==> src/rtl/core/sbs_pkg.sv <==
// Shared types and constants for the SR-IOV VF BAR sizer.
// Used by sbs_front, sbs_queue, sbs_back and sriov_vf_bar_sizer; no dependencies.
package sbs_pkg;

  // configuration register indexes
  localparam logic [2:0] CFG_SRIOV_PRESENT = 3'd0;
  localparam logic [2:0] CFG_VF_COUNT      = 3'd1;
  localparam logic [2:0] CFG_PAGE_SIZE     = 3'd2;
  localparam logic [2:0] CFG_MEM64_OK      = 3'd3;
  localparam logic [2:0] CFG_PMEM64_OK     = 3'd4;

  localparam logic [31:0] PAGE_SIZE_RST = 32'd4096;

  // result status codes
  localparam logic [2:0] ST_OK           = 3'd0;
  localparam logic [2:0] ST_ABSENT       = 3'd1;
  localparam logic [2:0] ST_IO           = 3'd2;
  localparam logic [2:0] ST_UPPER_ABSENT = 3'd3;
  localparam logic [2:0] ST_NO_CAP       = 3'd4;

  // BAR kinds
  localparam logic [2:0] KIND_UNKNOWN = 3'd0;
  localparam logic [2:0] KIND_MEM32   = 3'd1;
  localparam logic [2:0] KIND_PMEM32  = 3'd2;
  localparam logic [2:0] KIND_MEM64   = 3'd3;
  localparam logic [2:0] KIND_PMEM64  = 3'd4;

  // BAR dword flag bits
  localparam logic [31:0] FLAG_MASK = 32'hffff_fff0;
  localparam logic [2:0]  TY_MEM32  = 3'h0;
  localparam logic [2:0]  TY_MEM64  = 3'h4;

  typedef struct packed {
    logic        sriov_present;
    logic [15:0] vf_count;
    logic [31:0] page_size;
    logic        mem64_ok;
    logic        pmem64_ok;
  } sbs_cfg_t;

  // decoded item handed from front to back; len is per-VF, mult is its factor
  typedef struct packed {
    logic [2:0]  slot;
    logic [11:0] roff;
    logic [12:0] noff;
    logic [2:0]  status;
    logic [2:0]  kind;
    logic [63:0] base;
    logic [63:0] len;
    logic [15:0] mult;
    logic [63:0] align;
  } sbs_op_t;

endpackage

==> src/rtl/core/sbs_front.sv <==
// Front end of the BAR sizer: accepts BAR dwords, holds the low half of
// 64-bit BARs and decodes each item into an sbs_op_t. Depends on sbs_pkg.
module sbs_front (
  input  logic                clk,
  input  logic                rst_n,
  input  sbs_pkg::sbs_cfg_t   cfg,
  input  logic                acc,
  input  logic [2:0]          bar_index,
  input  logic [11:0]         bar_offset,
  input  logic                probe_ok,
  input  logic [31:0]         sized_value,
  input  logic [31:0]         original_value,
  output logic                push,
  output sbs_pkg::sbs_op_t    op
);

  logic        upper_pending_r;
  logic [31:0] held_base_low_r;
  logic [31:0] held_length_low_r;
  logic [2:0]  held_kind_r;
  logic [2:0]  held_slot_r;
  logic [11:0] held_offset_r;

  logic [31:0] smear, fill_v, sz, floor_v;
  logic [63:0] raw64, am1_64, am1_32, am1;
  logic [2:0]  ty;
  logic        pref, is_io, hold;
  logic [2:0]  hold_kind;

  always_comb begin
    // bits at and above the top set bit of the upper dword become ones
    smear = sized_value;
    smear = smear | (smear >> 1);
    smear = smear | (smear >> 2);
    smear = smear | (smear >> 4);
    smear = smear | (smear >> 8);
    smear = smear | (smear >> 16);
    fill_v = sized_value | ~(smear >> 1);

    raw64  = {fill_v, held_length_low_r};
    am1_64 = ~raw64;                      // (-raw) - 1
    sz     = sized_value & sbs_pkg::FLAG_MASK;
    am1_32 = (sz == 32'd0) ? {64{1'b1}} : {32'd0, ~sz};
    am1    = upper_pending_r ? am1_64 : am1_32;
    floor_v = cfg.page_size - 32'd1;

    ty    = sized_value[2:0];
    pref  = sized_value[3];
    is_io = sized_value[0];
    hold_kind = pref ? (cfg.pmem64_ok ? sbs_pkg::KIND_PMEM64 : sbs_pkg::KIND_PMEM32)
                     : (cfg.mem64_ok  ? sbs_pkg::KIND_MEM64  : sbs_pkg::KIND_MEM32);
    hold = cfg.sriov_present && !upper_pending_r && probe_ok && !is_io &&
           (ty == sbs_pkg::TY_MEM64);

    op = '0;
    op.mult = 16'd1;
    if (!cfg.sriov_present) begin
      op.slot   = bar_index;
      op.roff   = bar_offset;
      op.status = sbs_pkg::ST_NO_CAP;
    end else if (upper_pending_r) begin
      op.slot = held_slot_r;
      op.roff = held_offset_r;
      op.noff = {1'b0, held_offset_r} + 13'd8;
      if (!probe_ok) begin
        op.status = sbs_pkg::ST_UPPER_ABSENT;
      end else begin
        op.status = sbs_pkg::ST_OK;
        op.kind   = held_kind_r;
        op.base   = {original_value, held_base_low_r};
        op.len    = am1_64 + 64'd1;
        op.mult   = cfg.vf_count;
        op.align  = (am1 < {32'd0, floor_v}) ? {32'd0, floor_v} : am1;
      end
    end else if (!probe_ok || is_io) begin
      op.slot   = bar_index;
      op.roff   = bar_offset;
      op.noff   = {1'b0, bar_offset} + 13'd4;
      op.status = probe_ok ? sbs_pkg::ST_IO : sbs_pkg::ST_ABSENT;
    end else begin
      op.slot   = bar_index;
      op.roff   = bar_offset;
      op.noff   = {1'b0, bar_offset} + 13'd4;
      op.status = sbs_pkg::ST_OK;
      op.base   = {32'd0, original_value & sbs_pkg::FLAG_MASK};
      op.len    = {32'd0, ~sz + 32'd1};
      op.align  = (am1 < {32'd0, floor_v}) ? {32'd0, floor_v} : am1;
      if (ty == sbs_pkg::TY_MEM32) begin
        op.kind = pref ? sbs_pkg::KIND_PMEM32 : sbs_pkg::KIND_MEM32;
        op.mult = cfg.vf_count;
      end else begin
        op.kind = sbs_pkg::KIND_UNKNOWN;   // reserved type: no VF scaling
      end
    end
    push = acc && !hold;
  end

  always_ff @(posedge clk) begin
    if (!rst_n) begin
      upper_pending_r   <= 1'b0;
      held_base_low_r   <= '0;
      held_length_low_r <= '0;
      held_kind_r       <= '0;
      held_slot_r       <= '0;
      held_offset_r     <= '0;
    end else if (acc) begin
      upper_pending_r <= hold;
      if (hold) begin
        held_base_low_r   <= original_value & sbs_pkg::FLAG_MASK;
        held_length_low_r <= sz;
        held_kind_r       <= hold_kind;
        held_slot_r       <= bar_index;
        held_offset_r     <= bar_offset;
      end
    end
  end

endmodule

==> src/rtl/core/sbs_queue.sv <==
// Short FIFO of decoded items between the sizer front and back.
// Depends on sbs_pkg for the item type.
module sbs_queue #(
  parameter int DEPTH = 4
) (
  input  logic             clk,
  input  logic             rst_n,
  input  logic             push,
  input  sbs_pkg::sbs_op_t wr_op,
  output logic             full,
  input  logic             pop,
  output logic             rd_valid,
  output sbs_pkg::sbs_op_t rd_op
);

  localparam int PTR_W = (DEPTH > 1) ? $clog2(DEPTH) : 1;
  localparam int CNT_W = $clog2(DEPTH + 1);

  sbs_pkg::sbs_op_t mem [DEPTH];
  logic [PTR_W-1:0] wr_ptr_r, rd_ptr_r;
  logic [CNT_W-1:0] count_r;

  assign full     = (count_r == CNT_W'(DEPTH));
  assign rd_valid = (count_r != '0);
  assign rd_op    = mem[rd_ptr_r];

  always_ff @(posedge clk) begin
    if (push) begin
      mem[wr_ptr_r] <= wr_op;
    end
  end

  always_ff @(posedge clk) begin
    if (!rst_n) begin
      wr_ptr_r <= '0;
      rd_ptr_r <= '0;
      count_r  <= '0;
    end else begin
      if (push) begin
        wr_ptr_r <= (wr_ptr_r == PTR_W'(DEPTH - 1)) ? '0 : wr_ptr_r + PTR_W'(1);
      end
      if (pop) begin
        rd_ptr_r <= (rd_ptr_r == PTR_W'(DEPTH - 1)) ? '0 : rd_ptr_r + PTR_W'(1);
      end
      if (push && !pop) begin
        count_r <= count_r + CNT_W'(1);
      end else if (pop && !push) begin
        count_r <= count_r - CNT_W'(1);
      end
    end
  end

  a_no_overflow: assert property (@(posedge clk) disable iff (!rst_n)
    push |-> (count_r != CNT_W'(DEPTH)))
    else $error("queue written while full");

  a_no_underflow: assert property (@(posedge clk) disable iff (!rst_n)
    pop |-> (count_r != '0))
    else $error("queue read while empty");

  a_count_step: assert property (@(posedge clk) disable iff (!rst_n)
    (push && !pop) |=> (count_r == $past(count_r) + CNT_W'(1)))
    else $error("queue count did not follow a lone write");

endmodule

==> src/rtl/core/sbs_back.sv <==
// Back end of the BAR sizer: scales the per-VF length by the VF count in two
// stages and drives the output register. Depends on sbs_pkg.
module sbs_back (
  input  logic             clk,
  input  logic             rst_n,
  input  logic             q_valid,
  input  sbs_pkg::sbs_op_t q_op,
  output logic             pop,
  output logic             out_valid,
  input  logic             out_ready,
  output logic [2:0]       slot,
  output logic [11:0]      record_offset,
  output logic [12:0]      next_offset,
  output logic [2:0]       status,
  output logic [2:0]       bar_kind,
  output logic [63:0]      base_address,
  output logic [63:0]      total_length,
  output logic [63:0]      align_mask
);

  logic             s1_valid_r, out_valid_r;
  sbs_pkg::sbs_op_t s1_op_r;
  logic [47:0]      p_lo_r;
  logic [31:0]      p_hi_r;
  logic             s1_ready, s2_ready;
  logic [63:0]      total_nxt;
  logic             zero_len;

  assign s2_ready  = !out_valid_r || out_ready;
  assign s1_ready  = !s1_valid_r || s2_ready;
  assign pop       = q_valid && s1_ready;
  assign out_valid = out_valid_r;

  // only the low 32 bits of the upper partial product land below bit 64
  assign total_nxt = {p_hi_r, 32'd0} + {16'd0, p_lo_r};
  assign zero_len  = (total_nxt == 64'd0);

  always_ff @(posedge clk) begin
    if (!rst_n) begin
      s1_valid_r  <= 1'b0;
      out_valid_r <= 1'b0;
    end else begin
      if (s1_ready) begin
        s1_valid_r <= q_valid;
      end
      if (s2_ready) begin
        out_valid_r <= s1_valid_r;
      end
    end
  end

  always_ff @(posedge clk) begin
    if (s1_ready) begin
      s1_op_r <= q_op;
      p_lo_r  <= {16'd0, q_op.len[31:0]} * {32'd0, q_op.mult};
      p_hi_r  <= q_op.len[63:32] * {16'd0, q_op.mult};
    end
    if (s2_ready) begin
      slot          <= s1_op_r.slot;
      record_offset <= s1_op_r.roff;
      next_offset   <= s1_op_r.noff;
      status        <= s1_op_r.status;
      total_length  <= total_nxt;
      bar_kind      <= zero_len ? sbs_pkg::KIND_UNKNOWN : s1_op_r.kind;
      base_address  <= zero_len ? 64'd0 : s1_op_r.base;
      align_mask    <= zero_len ? 64'd0 : s1_op_r.align;
    end
  end

  a_zero_len_clear: assert property (@(posedge clk) disable iff (!rst_n)
    (out_valid_r && total_length == 64'd0) |->
      (base_address == 64'd0 && align_mask == 64'd0 &&
       bar_kind == sbs_pkg::KIND_UNKNOWN))
    else $error("zero-length record carries base, kind or alignment");

  a_out_from_s1: assert property (@(posedge clk) disable iff (!rst_n)
    $rose(out_valid_r) |-> $past(s1_valid_r))
    else $error("output item appeared without a multiply stage item");

endmodule

==> src/rtl/core/sriov_vf_bar_sizer.sv <==
// SR-IOV VF BAR sizer top level: config registers, front decoder, item queue
// and multiply back end. Depends on sbs_pkg, sbs_front, sbs_queue, sbs_back.
// An item is queued when the edge accepts its last dword, then passes the multiply
// stage and output registers. Throughput: one dword per cycle; the lower dword of a 64-bit
// BAR gives no item. in_tready falls only when the QUEUE_DEPTH-entry queue fills.
// Reset (rst_n, synchronous, active low) clears control state; config returns to defaults.
module sriov_vf_bar_sizer #(
  parameter int QUEUE_DEPTH = 4
) (
  input  logic         clk,
  input  logic         rst_n,
  // configuration write port
  input  logic         cfg_we,
  input  logic [2:0]   cfg_index,
  input  logic [31:0]  cfg_wdata,
  // input channel
  input  logic         in_tvalid,
  output logic         in_tready,
  // [2:0] bar_index, [14:3] bar_offset, [46:15] sized_value,
  // [78:47] original_value, [79] zero
  input  logic [79:0]  in_tdata,
  // [0] probe_ok
  input  logic         in_tuser,
  // result channel
  output logic         out_tvalid,
  input  logic         out_tready,
  // [2:0] slot, [14:3] record_offset, [27:15] next_offset,
  // [91:28] base_address, [155:92] total_length, [219:156] align_mask, [223:220] zero
  output logic [223:0] out_tdata,
  // [2:0] status, [5:3] bar_kind
  output logic [5:0]   out_tuser
);

  sbs_pkg::sbs_cfg_t cfg_r;
  sbs_pkg::sbs_op_t  f_op, q_op;
  logic              f_push, q_full, q_valid, q_pop, acc;

  logic [2:0]  o_slot, o_status, o_kind;
  logic [11:0] o_roff;
  logic [12:0] o_noff;
  logic [63:0] o_base, o_len, o_align;

  always_ff @(posedge clk) begin
    if (!rst_n) begin
      cfg_r.sriov_present <= 1'b0;
      cfg_r.vf_count      <= '0;
      cfg_r.page_size     <= sbs_pkg::PAGE_SIZE_RST;
      cfg_r.mem64_ok      <= 1'b0;
      cfg_r.pmem64_ok     <= 1'b0;
    end else if (cfg_we) begin
      case (cfg_index)
        sbs_pkg::CFG_SRIOV_PRESENT: cfg_r.sriov_present <= cfg_wdata[0];
        sbs_pkg::CFG_VF_COUNT:      cfg_r.vf_count      <= cfg_wdata[15:0];
        sbs_pkg::CFG_PAGE_SIZE:     cfg_r.page_size     <= cfg_wdata;
        sbs_pkg::CFG_MEM64_OK:      cfg_r.mem64_ok      <= cfg_wdata[0];
        sbs_pkg::CFG_PMEM64_OK:     cfg_r.pmem64_ok     <= cfg_wdata[0];
        default: ;
      endcase
    end
  end

  assign in_tready = !q_full;
  assign acc       = in_tvalid && in_tready;

  sbs_front u_front (
    .clk            (clk),
    .rst_n          (rst_n),
    .cfg            (cfg_r),
    .acc            (acc),
    .bar_index      (in_tdata[2:0]),
    .bar_offset     (in_tdata[14:3]),
    .probe_ok       (in_tuser),
    .sized_value    (in_tdata[46:15]),
    .original_value (in_tdata[78:47]),
    .push           (f_push),
    .op             (f_op)
  );

  sbs_queue #(
    .DEPTH (QUEUE_DEPTH)
  ) u_queue (
    .clk      (clk),
    .rst_n    (rst_n),
    .push     (f_push),
    .wr_op    (f_op),
    .full     (q_full),
    .pop      (q_pop),
    .rd_valid (q_valid),
    .rd_op    (q_op)
  );

  sbs_back u_back (
    .clk           (clk),
    .rst_n         (rst_n),
    .q_valid       (q_valid),
    .q_op          (q_op),
    .pop           (q_pop),
    .out_valid     (out_tvalid),
    .out_ready     (out_tready),
    .slot          (o_slot),
    .record_offset (o_roff),
    .next_offset   (o_noff),
    .status        (o_status),
    .bar_kind      (o_kind),
    .base_address  (o_base),
    .total_length  (o_len),
    .align_mask    (o_align)
  );

  assign out_tdata = {4'd0, o_align, o_len, o_base, o_noff, o_roff, o_slot};
  assign out_tuser = {o_kind, o_status};

endmodule
==> config.mk <==
export PLATFORM = sky130hd
export DESIGN_NAME = sriov_vf_bar_sizer
export DESIGN_NICKNAME = d
export VERILOG_FILES = /design/src/rtl/core/sbs_pkg.sv /design/src/rtl/core/sbs_front.sv /design/src/rtl/core/sbs_queue.sv /design/src/rtl/core/sbs_back.sv /design/src/rtl/core/sriov_vf_bar_sizer.sv
export SDC_FILE = /design/constraint.sdc
export NUM_CORES = 2
export LEC_CHECK = 0
export BUFFER_PORTS_ARGS = -buffer_cell sky130_fd_sc_hd__buf_4
export CAP_MARGIN = 5
export CORE_MARGIN = 3
export CORE_UTILIZATION = 55
export CTS_CLUSTER_DIAMETER = 50
export CTS_CLUSTER_SIZE = 24
export DETAILED_ROUTE_END_ITERATION = 8
export GPL_ROUTABILITY_DRIVEN = 1
export PLACE_DENSITY = 0.85
export SLEW_MARGIN = 10
export SYNTH_ARGS = -nofsm -noshare
export SYNTH_HDL_FRONTEND = slang
export SYNTH_HIERARCHICAL = 1
export SYNTH_SLANG_ARGS = --single-unit
==> constraint.sdc <==
create_clock -name clk -period 7.9 [get_ports clk]
set_input_delay 0.79 -clock clk [delete_from_list [all_inputs] [get_ports clk]]
set_output_delay 0.79 -clock clk [all_outputs]
set_load 0.05 [all_outputs]
Word level (Yosys, flattened, before mapping)
Memories as Yosys holds them, arrays and structs flattened. A register that Yosys moved wholly into a read port is not among the register bits. Index checks and enable logic that the tools add are counted.

Register bits after elaboration: 603. Memory bits (writable): 968. Word-level logic and storage cells: 124. Memories: 1.

Memories: u_queue.mem (words 4, bits a word 242, read ports 1, clocked after memory_dff 1, wr ports 1, line sbs_queue.sv:19) `sbs_pkg::sbs_op_t mem [DEPTH];`.

Add/sub/neg operators: 10. Multipliers: 2. Magnitude comparators: 1. Equality and inequality tests: 8. Muxes and demuxes: 27. Bitwise logic cells: 9. Reduce and logical (&&, ||, !) cells: 33.

Operators with widths (number): $mux 211 (3); $mux 242 (1); $mux 64 (3); $add 64x1->64 const B (1); $add 64x48->64 (1); $logic_not 64->1 (1); $lt 64x32->1 (1); $not 64->64 (1); $mul 32x16->48 (1); $add 32x1->32 const B (1); $logic_not 32->1 (1); $mul 32x16->32 (1); $not 31->32 (1); $not 32->32 (1); $or 32x16->32 (1); $or 32x24->32 (1); $or 32x28->32 (1); $or 32x30->32 (1); $or 32x31->32 (1); $or 32x32->32 (1); $sub 32x1->32 const B (1); $mux 2 (9); $mux 3 (6); $mux 16 (1); 19 further kinds (49).

Depth between registers and ports, before layout
Word-level depth: 14. Gate-level depth with buffers: 30. Mapped depth without buffers: 25.

Cells and area by module
Netlist, hierarchy kept.

By module, submodules not included: sbs_back (times used 1, cells each 4021, area each 43984.7 µm², seq. area each 14093.5 µm²); sbs_queue (times used 1, cells each 1308, area each 35370.2 µm², seq. area each 29248.1 µm²); sbs_front (times used 1, cells each 1367, area each 9426.5 µm², seq. area each 1501.4 µm²); sriov_vf_bar_sizer (times used 1, cells each 213, area each 2078.2 µm², seq. area each 1021.0 µm²).

Least setup slack after synthesis
Ideal clock, no wire load.

Path kind: input to register. Start point: in in_tuser. End point: mem u_queue/mem[0][0] (netlist bit) (enable). Setup time: 632 ps. Arrival: 7448 ps. Required time: 7268 ps. Slack: -180 ps. Stages: 6. Path buffers: 2. Cell sequence: clkbuf_1 -> nand3_1 -> nor2_1 -> clkbuf_1 -> a31oi_1 -> and2_1.

Cells in the longest elaborated chain, start to end: 7.

Ends and longest elaborated chain: start, declared (line sriov_vf_bar_sizer.sv:23) `input logic in_tuser,`; $logic_and 1x1->1 (3 in series) (line sbs_front.sv:52) `hold = cfg.sriov_present && !upper_pending_r && probe_ok && !is_io &&`; $logic_not 1->1 (line sbs_front.sv:95) `push = acc && !hold;`; $logic_and 1x1->1 (line sbs_front.sv:95); net f_push (line sriov_vf_bar_sizer.sv:36) `logic f_push, q_full, q_valid, q_pop, acc;`; $mux 1 (line sbs_queue.sv:28) `if (push) begin`; $mux 1 (not written as such) (line sbs_queue.sv:29) `mem[wr_ptr_r] <= wr_op;`; end, declared (line sbs_queue.sv:19).

The timed path passes the listed nets, and every way through them passes these cells.

==> metrics.csv <==
stage,metric,value,unit
routing,wire per inst,23.5,um
outcome,status,"finished, final reports clean",
setup_path,crit-path max cell delay,0.62,ns
hold_path,Hold/Removal Path Class,in -> reg,
setup_path,CP most frequent cell,fa_1,
routing,DRT antenna net count,0,
cts,TritonCTS buffer count,116,
sta,Slew headroom,18.9,%
final_layout,number of fill cells in the layout,11700,
die,Die Width,412,um
synthesis,"EDFF count, synth",1436,
global_route,gr ovfl total,0,
synthesis,Seq cells post-synth,1573,
sta,Fin Setup TNS,0,ns
global_route,largest net degree at the start of global routing,143,
synthesis,Post-Synthesis Cells,6909,
sta,RSZ-0062 raised after global routing,yes,
setup_path,R2R Path End,u_back/p_lo_r[47],
cts,Skew-Pair Late Insertion Delay,0.80,ns
setup_path,Worst setup EP type,flop,
sta,Final setup viols,0,
cts,CTS Hold Buffers Added,0,
routing,Pre-antenna DRT Iters,6,
final_layout,final core area utilization,62.0,%
sta,final hold violation count,0,
die,core area,164000,um2
synthesis,sequential area share after synthesis,50.5,%
setup_path,CP Data Required Time,8.36,ns
setup_path,CP max stage cell,mux4_2,
sta,Final Cycle Share,97.9,%
synthesis,post-synth top area share,47.5,%
sta,clock skew,0.0958,ns
setup_path,kind of critical path,reg -> reg,
routing,initial detailed-routing violation count,5231,
cts,clock sink count,1573,
placed_design,port bufs,347,
sta,minimum clock period after layout,7.73,ns
global_route,global-route wire length before repair,345,mm
final_layout,share of layout cells above drive strength 1,15.5,%
cts,clock slew at reported path FFs,0.08,ns
die,Starting Density,55.6,%
sta,Fmax,0.129,GHz
synthesis,Synthesis Warnings,6,
cts,TritonCTS clock tree,done,
sta,WHS,0.268,ns
global_route,initial antenna violation count,22,
setup_path,CP arrival,8.19,ns
job,max_cap viols,0,
final_layout,Synth-to-Final Area Change,11.6,%
sta,fin. max-slew vios,0,
synthesis,Netlist cell types,91,
die,I/O Pins,353,
routing,routed vias/inst,5.88,
setup_path,crit start category,flop,
cts,CTS root buf,clkbuf_16,
routing,routed vias,56200,
synthesis,Synth area leader,edfxtp_1,
synthesis,Synth Flop Type,edfxtp_1,
setup_path,critical-path maximum fanout,21,
synthesis,cell area after synthesis,90900,um2
global_route,GRT Overall Usage,26.7,%
cts,H-tree Lvls,3,
sta,Worst Tran Pin Value,1.22,ns
placed_design,placer congestion estimate,0.920,
setup_path,Reg2Reg Depth,23,
synthesis,Mapped Avg Cell Area,13.2,um2
synthesis,synth top area cells,"edfxtp_1, fa_1, mux4_2",
synthesis,asr flop ratio synth,0,%
die,die area,170000,um2
cts,clk buf depth,3,
die,row cnt,148,
setup_path,critical-path cell list,"buf_12, mux4_2, buf_6, buf_4, and2_1, fa_1, fa_1, fa_1, fa_1, fa_1, inv_1, fa_1, inv_1, ha_1, a21oi_1, o21ai_1, a221o_1, a221o_1, a311o_1, a21oi_2, o21bai_1, a21oi_1, xnor2_1",
die,die height,412,um
routing,final WL,225,mm
hold_path,hold wc startpoint,in_tdata[0],
setup_path,crit path to,u_back/p_lo_r[47],
placed_design,Placed Cells,9306,
routing,DRC viols,0,
global_route,vias in the first global route,58300,
final_layout,Non-Filler Instances,9559,
final_layout,# nets final,8349,
setup_path,FF-to-FF setup slack,0.17,ns
placed_design,hpwl dp,157,mm
## critical path: cells and delay by family, from the launching register on
kind / cells / cell delay, ns
adder cells (fa/ha/maj): 7 / 3.56
multiplexers: 1 / 0.62
XOR/XNOR: 1 / 0.08
AND/OR/NAND/NOR: 1 / 0.20
flip-flops: 1 / 0.43
buffers and inverters: 5 / 0.74
AO/OA/AOI/OAI: 8 / 1.75
## layer usage
layer  routed length [um]  global-route usage, %  vias up
li1                     -                      -    24400
met1                86000                   35.4    28600
met2               110000                   43.7     2696
met3                20100                   5.46      541
met4                 9160                   10.4       12
met5                   80                      0        -
## Yosys cell counts (81+ instances only)
| library cell | count |
|---|---|
| a21boi_0 | 164 |
| fa_1 | 724 |
| xnor2_1 | 144 |
| nor2_1 | 153 |
| clkbuf_1 | 285 |
| ha_1 | 239 |
| edfxtp_1 | 1436 |
| and2_1 | 416 |
| dfxtp_1 | 137 |
| mux2i_1 | 113 |
| inv_1 | 833 |
| mux4_2 | 242 |
| xor2_1 | 81 |
| nand2_1 | 954 |
| a21oi_1 | 162 |
## worst min-delay path by stage
| stage | endpoint | slack, ns | depth (start not counted) |
|---|---|---|---|
| final | u_front/held_slot_r[0] | 0.27 | 3 |
| after global routing | u_front/held_base_low_r[23] | 0.23 | 3 |
| after CTS | u_front/held_base_low_r[14] | 0.21 | 3 |
| after global placement | u_back/record_offset[3] | 0.40 | 0 |
| after detailed placement | u_back/next_offset[6] | 0.40 | 0 |
| after floorplan | u_back/next_offset[0] | 0.40 | 0 |
## cell families (layout without fill, tap and decap cells)
logic type               Yosys count  after routing  synth area share, %
AO/OA/AOI/OAI                    704            704                 5.36
XOR/XNOR                         225            225                 2.17
adder cells (fa/ha/maj)          963            963                 19.2
buffers and inverters           1216           1666                 5.44
flip-flops                      1573           1573                 50.5
multiplexers                     371            371                 7.44
other                              2             27              0.00827
AND/OR/NAND/NOR                 1855           1855                 9.86
## through the flow
step	setup slack [ns]	cell area, um2
2_1_floorplan	0.349	90900
3_3_place_gp	0.0345	96700
3_5_place_dp	-0.0788	96700
4_1_cts	0.000786	101000
5_1_grt	-0.0643	101000
6_report	0.168	101000
## what timing repair did
action / 4_1_cts / 5_1_grt
pin swaps: 0 / 7
setup endpoints to repair: 7 / 17
gates cloned: 0 / 1
setup buffers: 5 / 10
gates resized for setup: 6 / 47
## cells in the final DEF, fill, tap and decap left out, types with 16 or more instances in the layout
cell / netlist / layout
buf_12: 3 / 24
a22oi_1: 16 / 16
and2_1: 416 / 412
mux2i_1: 113 / 113
nor3_1: 41 / 41
clkbuf_16: 0 / 118
ha_1: 239 / 237
nand2b_1: 39 / 39
a22o_1: 29 / 29
a21oi_1: 162 / 156
o21ai_0: 61 / 55
a211oi_1: 23 / 21
or3_1: 19 / 19
a21boi_1: 46 / 46
or4_1: 27 / 27
edfxtp_1: 1436 / 1436
nand4_1: 32 / 32
nor2b_1: 23 / 23
buf_4: 23 / 567
nor2_1: 153 / 150
o21a_1: 20 / 20
inv_1: 833 / 832
xor2_1: 81 / 81
and3_1: 19 / 17
fa_1: 724 / 723
nor4_1: 27 / 27
a21o_1: 57 / 57
inv_8: 0 / 16
a21boi_0: 164 / 164
nand2_1: 954 / 953
xnor2_1: 144 / 144
dfxtp_1: 137 / 134
mux2_2: 16 / 16
mux4_2: 242 / 242
nand3_1: 49 / 49
## final cells by class
cell class / count / area [um2] / share of cell area (%)
Sequential cell: 1573 / 45900 / 45.2
Inverter: 834 / 3140 / 3.09
Timing Repair Buffer: 610 / 4990 / 4.92
Antenna cell: 15 / 37.5 / 0.0370
Multi-Input combinational cell: 4130 / 40300 / 39.7
Clock inverter: 89 / 1380 / 1.36
Clock buffer: 133 / 3020 / 2.98
Tap cell: 2175 / 2720 / 2.68
## registers in the layout, indices dropped and copies added (netlist names), 12 cells and up, named ones only
register                   count
u_front/held_base_low_r       28
u_front/held_length_low_r     28
u_back/base_address           64
u_back/p_hi_r                 32
cfg_r                         51
u_queue/mem                  968
u_back/record_offset          12
u_back/align_mask             64
u_back/next_offset            13
u_back/p_lo_r                 48
u_front/held_offset_r         12
u_back/total_length           64
u_back/s1_op_r               162
Power is not shown: default switching activity piles up to over one toggle a cycle in this logic, so the estimate is an artifact.
